==> config.mk <==
export PLATFORM = sky130hd
export DESIGN_NAME = tmcw_ctrl
export DESIGN_NICKNAME = d
export VERILOG_FILES = /design/src/rtl/tmcw_pkg.sv /design/src/rtl/tmcw_ctrl.sv
export VERILOG_INCLUDE_DIRS = /design/src /design/src/rtl
export SDC_FILE = /design/constraint.sdc
export NUM_CORES = 1
export LEC_CHECK = 0
export BUFFER_PORTS_ARGS = -buffer_cell sky130_fd_sc_hd__buf_4
export CELL_PAD_IN_SITES_DETAIL_PLACEMENT = 0
export CELL_PAD_IN_SITES_GLOBAL_PLACEMENT = 1
export CORE_AREA = 5 5 42 44
export CTS_BUF_LIST = sky130_fd_sc_hd__clkbuf_4
export CTS_CLUSTER_SIZE = 12
export DETAILED_ROUTE_END_ITERATION = 6
export DIE_AREA = 0 0 47 49
export PLACE_DENSITY = 0.87
export SLEW_MARGIN = 20
export SYNTH_ARGS = -nofsm -noshare
export SYNTH_HDL_FRONTEND = slang
export SYNTH_SLANG_ARGS = --single-unit
==> constraint.sdc <==
create_clock -name clk -period 3.2 [get_ports clk]
set_clock_uncertainty 0.15 [all_clocks]
set_input_delay 0.48 -clock clk [delete_from_list [all_inputs] [get_ports clk]]
set_output_delay 0.48 -clock clk [all_outputs]
set_load 0.02 [all_outputs]
==> src/rtl/text_mode_console_writer_unit_assert.svh <==
// Assertion macros shared by the console writer RTL.
`ifndef TEXT_MODE_CONSOLE_WRITER_UNIT_ASSERT_SVH
`define TEXT_MODE_CONSOLE_WRITER_UNIT_ASSERT_SVH
`ifndef SYNTHESIS
`define TMCW_ASSERT_SAME(lbl, clk, rstn, ante, cons, msg) \
  lbl: assert property (@(posedge clk) disable iff (!rstn) (ante) |-> (cons)) \
    else $error(msg);
`define TMCW_ASSERT_NEXT(lbl, clk, rstn, ante, cons, msg) \
  lbl: assert property (@(posedge clk) disable iff (!rstn) (ante) |=> (cons)) \
    else $error(msg);
`else
`define TMCW_ASSERT_SAME(lbl, clk, rstn, ante, cons, msg)
`define TMCW_ASSERT_NEXT(lbl, clk, rstn, ante, cons, msg)
`endif
`endif

==> src/rtl/tmcw_pkg.sv <==
// Types, constants and control structs of the text-mode console writer.
package tmcw_pkg;

  localparam int COLUMNS = 80;
  localparam int ROWS    = 25;
  localparam int CELLS   = COLUMNS * ROWS;

  localparam int COL_W  = 7;
  localparam int ROW_W  = 5;
  localparam int IDX_W  = 11;
  localparam int ADDR_W = $clog2(CELLS);
  localparam int PTR_W  = $clog2(CELLS + 1);

  localparam int CFG_ADDR_W = 2;
  localparam int CFG_DATA_W = 32;

  localparam logic [CFG_ADDR_W-1:0] ADDR_TEXT_ATTR = CFG_ADDR_W'(0);
  localparam logic [7:0] ATTR_RESET = 8'd7;

  localparam logic [7:0] CHAR_CR    = 8'd13;
  localparam logic [7:0] CHAR_LF    = 8'd10;
  localparam logic [7:0] CHAR_SPACE = 8'd32;

  typedef enum logic [1:0] {
    CMD_PUT   = 2'd0,
    CMD_CLEAR = 2'd1,
    CMD_READ  = 2'd2,
    CMD_NONE  = 2'd3
  } cmd_code_t;

  typedef struct packed {
    logic [1:0]       cmd;
    logic [7:0]       char_code;
    logic [IDX_W-1:0] cell_index;
  } in_item_t;

  typedef struct packed {
    logic [COL_W-1:0] cursor_col;
    logic [ROW_W-1:0] cursor_row;
    logic [IDX_W-1:0] cursor_offset;
    logic [7:0]       read_char;
    logic [7:0]       read_attr;
  } out_item_t;

  typedef struct packed {
    logic [7:0] ch;
    logic [7:0] attr;
  } cell_t;

  typedef enum logic [1:0] {
    PTR_SEL_ZERO = 2'd0,
    PTR_SEL_COPY = 2'd1,
    PTR_SEL_LAST = 2'd2
  } ptr_sel_t;

  typedef struct packed {
    logic     capture;
    logic     exec;
    logic     ptr_ld;
    ptr_sel_t ptr_sel;
    logic     copy;
    logic     fill;
    logic     fill_zero;
  } ctl_t;

  typedef struct packed {
    logic is_clear;
    logic needs_scroll;
    logic copy_end;
    logic fill_end;
  } sts_t;

endpackage

==> src/rtl/tmcw_ctrl.sv <==
// Sequencing state machine of the console writer.
`include "text_mode_console_writer_unit_assert.svh"
module tmcw_ctrl (
  input  logic          clk,
  input  logic          rst_n,
  input  logic          start,
  output logic          busy,
  output logic          out_strobe,
  input  tmcw_pkg::sts_t sts,
  output tmcw_pkg::ctl_t ctl
);
  import tmcw_pkg::*;

  typedef enum logic [4:0] {
    ST_INIT   = 5'b00001,
    ST_IDLE   = 5'b00010,
    ST_EXEC   = 5'b00100,
    ST_SCROLL = 5'b01000,
    ST_FILL   = 5'b10000
  } state_t;

  state_t state_r, state_nxt;
  logic   valid_r, valid_nxt;

  always_comb begin
    state_nxt = state_r;
    valid_nxt = 1'b0;
    ctl       = '0;
    case (state_r)
      ST_INIT: begin
        ctl.fill      = 1'b1;
        ctl.fill_zero = 1'b1;
        if (sts.fill_end) begin
          state_nxt = ST_IDLE;
        end
      end
      ST_IDLE: begin
        if (start) begin
          ctl.capture = 1'b1;
          state_nxt   = ST_EXEC;
        end
      end
      ST_EXEC: begin
        ctl.exec = 1'b1;
        if (sts.is_clear) begin
          ctl.ptr_ld  = 1'b1;
          ctl.ptr_sel = PTR_SEL_ZERO;
          state_nxt   = ST_FILL;
        end else if (sts.needs_scroll) begin
          ctl.ptr_ld  = 1'b1;
          ctl.ptr_sel = PTR_SEL_COPY;
          state_nxt   = ST_SCROLL;
        end else begin
          valid_nxt = 1'b1;
          state_nxt = ST_IDLE;
        end
      end
      ST_SCROLL: begin
        ctl.copy = 1'b1;
        if (sts.copy_end) begin
          ctl.ptr_ld  = 1'b1;
          ctl.ptr_sel = PTR_SEL_LAST;
          state_nxt   = ST_FILL;
        end
      end
      ST_FILL: begin
        ctl.fill = 1'b1;
        if (sts.fill_end) begin
          valid_nxt = 1'b1;
          state_nxt = ST_IDLE;
        end
      end
      default: begin
        state_nxt = ST_INIT;
      end
    endcase
  end

  always_ff @(posedge clk) begin
    if (!rst_n) begin
      state_r <= ST_INIT;
      valid_r <= 1'b0;
    end else begin
      state_r <= state_nxt;
      valid_r <= valid_nxt;
    end
  end

  assign busy       = (state_r != ST_IDLE);
  assign out_strobe = valid_r;

  `TMCW_ASSERT_SAME(a_strobe_not_busy, clk, rst_n, out_strobe, !busy, "strobe while busy")
  `TMCW_ASSERT_NEXT(a_accept_exec, clk, rst_n, start && !busy, state_r == ST_EXEC, "accept lost")
  `TMCW_ASSERT_NEXT(a_fill_result, clk, rst_n, (state_r == ST_FILL) && sts.fill_end, out_strobe, "fill ended without result")

endmodule

==> flow_summary.toml, run 1 <==
[placement]
place_ws_ns = 1.22
gp_congestion = 0.780
placed_area_um2 = 573
dp.cells = 84
io_buffers = 16
place_hpwl_um = 902

[yosys]
yosys_warnings = 0
synth_edf_count = 0
ys_seq_elements = 6
ys.flop_type = "dfxtp_1"
yosys.area.top_type = "dfxtp_1"
avgSynthCellArea_um2 = 8.14
seq_area_frac_synth_pct = 26.8
ys_types = 27
syn_area_um2 = 448
yosysTopAreaCellShare_pct = 26.8
syn_inst = 55
synthTopCellsByArea = "dfxtp_1 (27%), and3_1 (5.6%), nor4_2 (5.6%)"
synthArstFlopShare_pct = 0
synth_fp_nets = 62

[hold_path]
min_to = "state_r[0]"
worstHoldStart = "rst_n"
holdPathStages = 2
hold_path_class = "in -> reg"

[critical_path]
startpoint = "state_r[2]"
worstPathMaxFanout = 7
end_kind = "output pin"
worstPathArrival_ns = 1.61
r2r_slack_ns = 1.64
worstPathRequired_ns = 2.57
r2r_end = "state_r[4]"
worstSetupPathType = "reg -> out"
r2r_start = "state_r[0]"
crit_chain = "nor3_1 > and3b_1 > and2_1 > o21bai_1 > buf_4"
startpoint_type = "flop"
slowest_stage = "dfxtp_1"
reg2reg_depth = 4
slowest_delay_ns = 0.39

[sta]
rsz0062_at_grt = "no"
relSlewSlack_pct = 75.4
hold_ws_ns = 0.299
worstMarginPinSlew_ns = 0.369
hold_viol = 0
finalSetupTns_ns = 0
max_clock_freq_mhz = 446
setup_ws_ns = 0.959
finalSetupViolations = 0
period_minus_slack_ns = 2.24
min_period_over_period_pct = 70.0
slew_viol_final = 0

[cells_and_area]
syn2layout_area_growth_pct = 33.0
fin_cells = 87
drive_gt1_share_pct = 33.8
stdcell_area_um2 = 596
fillers = 157
layout_commonest_cell = "buf_4"
utilization_pct = 42.5
final_nets = 80
final_cell_mix = "buf_4 (16), dfxtp_1 (6), nor2_1 (5)"
num_antenna_cells = 0

[grt]
antenna_found_initial = 0
grt_pass1_vias = 488
grt_overflow = 0
grt_first_pass_wirelength_mm = 2.05
grt_start_max_net_pins = 12
track_usage_pct = 12.5

[die]
initial_core_util_pct = 32.0
num_rows = 14
dieHeight_um = 49
coreArea_um2 = 1400
die_w_um = 47
io_pins = 17
die-area_um2 = 2300

[pwr]
leakage_nw = 0.279
power.total_uw = 435
cellPowerDensity_nw_per_um2 = 731
max-vdd-ir-drop_mv = 0.261

[routing]
drt-wirelength-per-cell_um = 13.1
vias = 442
viasPerCell = 5.08
drt_iter0_drc = 4
postRouteAntennaNets = 0
drc = 0
firstDrtPassIters = 2
routed_wl_mm = 1.14

[clock_tree]
h-tree-depth = 1
clockRootBuffer = "clkbuf_4"
ctsHoldBuffers = 0
cts_sinks = 6
cts_resized = 0
cts_setup_buffers = 0
cts.clk_slew.worst_paths_ns = 0.06
cts_tree = "done"
insertion_delay_ns = 0.26
numCtsBuffers = 3
clockBufferDepth = 2

[job]
maxCapViolCount = 0

[outcome]
status = "complete, no violations"
==> registers in the layout, indices dropped and copies added, names as in the netlist <==
name	flops
state_r	5
out_strobe	1
==> area by class of cell <==
| type | instances | area (um^2) | area share (%) |
|---|---|---|---|
| clock buffers | 3 | 22.5 | 3.78 |
| inverters | 3 | 11.3 | 1.89 |
| multi-input cells | 43 | 302 | 50.6 |
| flip-flops and latches | 6 | 120 | 20.2 |
| well taps | 16 | 20.0 | 3.36 |
| repair buffers | 16 | 120 | 20.2 |
==> synth_stat cells (all sizes together), types with 2 or more instances <==
cell type  count
o211ai         2
o21a           2
buf            3
dfxtp          6
nand2          4
and2           2
o21ai          2
inv            3
and3           4
o21bai         2
nor2           5
nor4           2
nor3b          2
nor3           3
nand2b         2
==> worst max-delay path, delay by kind of cell (launching register included) <==
kind / cells / cell delay, ns
buffers and inverters: 1 / 0.16
AO/OA/AOI/OAI: 1 / 0.11
flip-flops: 1 / 0.39
AND/OR/NAND/NOR: 3 / 0.69
==> report_power, final <==
group          switching (mW)  internal, mW
combinational           0.119         0.112
clock                  0.0330        0.0428
sequential             0.0389        0.0899
total                   0.191         0.244
==> metal layers <==
metal  track usage [%]  wire length [um]  part of all wire, %  up-vias
met3              4.43                68                  6.0        2
met2              19.5               553                   49       13
met1              13.6               490                   43      198
met5                 0                 0                    0        -
met4              8.29                25                  2.2        0
li1                  -                 -                    -      229
==> cells by family (layout without fill, tap and decap cells) <==
kind of cell	Yosys count	in the layout	share of synthesized area [%]
AND/OR/NAND/NOR	29	29	43.3
AO/OA/AOI/OAI	11	11	17.9
flip-flops	6	6	26.8
buffers and inverters	6	22	5.86
XOR/XNOR	2	2	3.91
multiplexers	1	1	2.23
==> worst max path at each step <==
stage                        end  cells after the start  slack, ns
after floorplan           ctl[5]                      4       1.05
after global placement    ctl[5]                      5       1.27
after detailed placement  ctl[5]                      5       1.22
after CTS                 ctl[5]                      5       0.93
after global routing      ctl[5]                      5       0.81
final                     ctl[5]                      5       0.96
Note: power is estimated with default switching activity, not from simulation.
==> run 2: changes to the inputs <==
--- a/config.mk
+++ b/config.mk
@@ -6,15 +6,16 @@
 export SDC_FILE = /design/constraint.sdc
 export NUM_CORES = 1
 export LEC_CHECK = 0
+export ABC_AREA = 1
 export BUFFER_PORTS_ARGS = -buffer_cell sky130_fd_sc_hd__buf_4
 export CELL_PAD_IN_SITES_DETAIL_PLACEMENT = 0
 export CELL_PAD_IN_SITES_GLOBAL_PLACEMENT = 1
-export CORE_AREA = 5 5 42 44
+export CORE_AREA = 5 5 43 45
 export CTS_BUF_LIST = sky130_fd_sc_hd__clkbuf_4
 export CTS_CLUSTER_SIZE = 12
 export DETAILED_ROUTE_END_ITERATION = 6
-export DIE_AREA = 0 0 47 49
-export PLACE_DENSITY = 0.87
+export DIE_AREA = 0 0 48 50
+export PLACE_DENSITY = 0.83
 export SLEW_MARGIN = 20
 export SYNTH_ARGS = -nofsm -noshare
 export SYNTH_HDL_FRONTEND = slang
==> constraint.sdc (replaced) <==
create_clock -name clk -period 2.1 [get_ports clk]
set_clock_uncertainty 0.15 [all_clocks]
set_input_delay 0.315 -clock clk [delete_from_list [all_inputs] [get_ports clk]]
set_output_delay 0.315 -clock clk [all_outputs]
set_load 0.02 [all_outputs]
==> flow_summary.toml, run 2 <==
[sta]
hold_ws_ns = 0.132
min_period_over_period_pct = 87.0
rsz0062_at_grt = "no"
period_minus_slack_ns = 1.83
slew_viol_final = 0
hold_viol = 0
finalSetupViolations = 0
max_clock_freq_mhz = 547
finalSetupTns_ns = 0
worstMarginPinSlew_ns = 0.245
setup_ws_ns = 0.273
relSlewSlack_pct = 83.7

[yosys]
syn_area_um2 = 408
yosysMostFrequentCell = "inv_1"
synth_edf_count = 0
yosys_warnings = 0
ys_top_cells_by_count = "inv_1 (14), nor2_1 (7)"
yosys.area.top_type = "dfxtp_1"
ys_types = 15
synthTopCellsByArea = "dfxtp_1 (29%), inv_1 (13%), nand4_1 (9.2%)"
avgSynthCellArea_um2 = 6.47
synthArstFlopShare_pct = 0
ys.flop_type = "dfxtp_1"
ys_seq_elements = 6
seq_area_frac_synth_pct = 29.4
syn_inst = 63
yosysTopAreaCellShare_pct = 29.4
synth_fp_nets = 70

[routing]
drt_iter0_drc = 11
firstDrtPassIters = 4
drc = 0
vias = 435
postRouteAntennaNets = 0
viasPerCell = 4.44
drt-wirelength-per-cell_um = 10.4
routed_wl_mm = 1.02

[die]
initial_core_util_pct = 28.4
num_rows = 14
die_w_um = 48
dieHeight_um = 50
coreArea_um2 = 1440
io_pins = 17
die-area_um2 = 2400

[clock_tree]
ctsHoldBuffers = 0
numCtsBuffers = 3
cts.clk_slew.worst_paths_ns = 0.05
cts_resized = 0
clockBufferDepth = 2
cts_sinks = 6
h-tree-depth = 1
insertion_delay_ns = 0.24
cts_tree = "done"
cts_setup_buffers = 0
clockRootBuffer = "clkbuf_4"

[outcome]
status = "complete, no violations"

[placement]
gp_congestion = 0.788
io_buffers = 16
place_ws_ns = 0.550
dp.cells = 95
place_hpwl_um = 860

[hold_path]
hold_path_class = "in -> reg"
holdPathStages = 2

[grt]
grt_overflow = 0
grt_pass1_vias = 421
antenna_found_initial = 0
track_usage_pct = 9.99
grt_start_max_net_pins = 8
grt_first_pass_wirelength_mm = 1.69

[critical_path]
worstPathArrival_ns = 1.36
worstPathRequired_ns = 1.63
worstSetupPathType = "reg -> out"
worstPathMaxFanout = 7
end_kind = "output pin"
reg2reg_depth = 5
startpoint_type = "flop"

[cells_and_area]
layout_commonest_cell = "buf_4"
num_antenna_cells = 0
final_nets = 91
utilization_pct = 39.7
final_cell_mix = "buf_4 (16), inv_1 (14), nor2_1 (7)"
drive_gt1_share_pct = 40.2
largest_register_ffs = 5
fin_cells = 98
top_register = "state_r"
syn2layout_area_growth_pct = 39.9
fillers = 180

[job]
maxCapViolCount = 0

[pwr]
max-vdd-ir-drop_mv = 0.406
leakage_nw = 0.327
cellPowerDensity_nw_per_um2 = 1060
==> run 2: cell types whose count changed after synthesis, moves of 3 or more <==
| cell | delta |
|---|---|
| nand2_2 | +3 |
| nand4_1 | +6 |
| a21oi_1 | +3 |
| nand3_1 | +5 |
| and3_1 | -4 |
| buf_2 | -3 |
| inv_2 | +4 |
| inv_1 | +11 |
| nor3_1 | -3 |
==> run 2: path summary, 6_finish.rpt <==
check / startpoint / to / slack (ns)
worst min-delay path: rst_n / state_r[0] / 0.13
worst max-delay path: state_r[4] / ctl[5] / 0.27
worst max register to register: state_r[4] / state_r[4] / 0.76
worst min register to register: state_r[4] / state_r[4] / 0.35
==> run 2: per-stage QoR <==
step / area (um^2) / total power, mW
2_1_floorplan: 408 / 0.396
5_1_grt: 571 / 0.647
6_report: 571 / 0.602
4_1_cts: 571 / 0.611
3_3_place_gp: 548 / 0.502
3_5_place_dp: 548 / 0.502
==> run 2: routing by layer <==
metal / up-vias / GRT usage [%] / routed length [um]
met3: 0 / 4.36 / 84
met4: 0 / 5.38 / 0
met2: 10 / 13.4 / 455
li1: 237 / - / -
met1: 188 / 12.9 / 479
met5: - / 0 / 0
==> run 2: report_power, final <==
part | total, mW | leakage (nW) | internal (mW) | switching (mW)
registers | 0.169 | 0.0489 | 0.136 | 0.0323
logic | 0.327 | 0.264 | 0.127 | 0.201
clock network | 0.106 | 0.0138 | 0.0647 | 0.0416
total | 0.602 | 0.327 | 0.328 | 0.274
==> run 2: cell families (layout without fill, tap and decap cells) <==
| logic type | after synthesis | in the layout | share of synthesized area [%] |
|---|---|---|---|
| AO/OA/AOI/OAI | 5 | 5 | 7.36 |
| flip-flops | 6 | 6 | 29.4 |
| AND/OR/NAND/NOR | 34 | 34 | 46.6 |
| buffers and inverters | 18 | 37 | 16.6 |
==> run 2: area by class of cell <==
cell class                 instances  area (um^2)  area share [%]
multi-input combinational         39          220            38.6
sequential                         6          120            21.1
timing repair buffer              16          120            21.1
inverter                          18         67.6            11.8
clock buffer                       3         22.5            3.95
tap                               16         20.0            3.51
==> run 2: critical path: stages, from the launching register on <==
cell and delay (ns):
dfxtp_1 0.34, inv_1 0.21, nand3_1 0.21, o22ai_1 0.20, buf_4 0.16
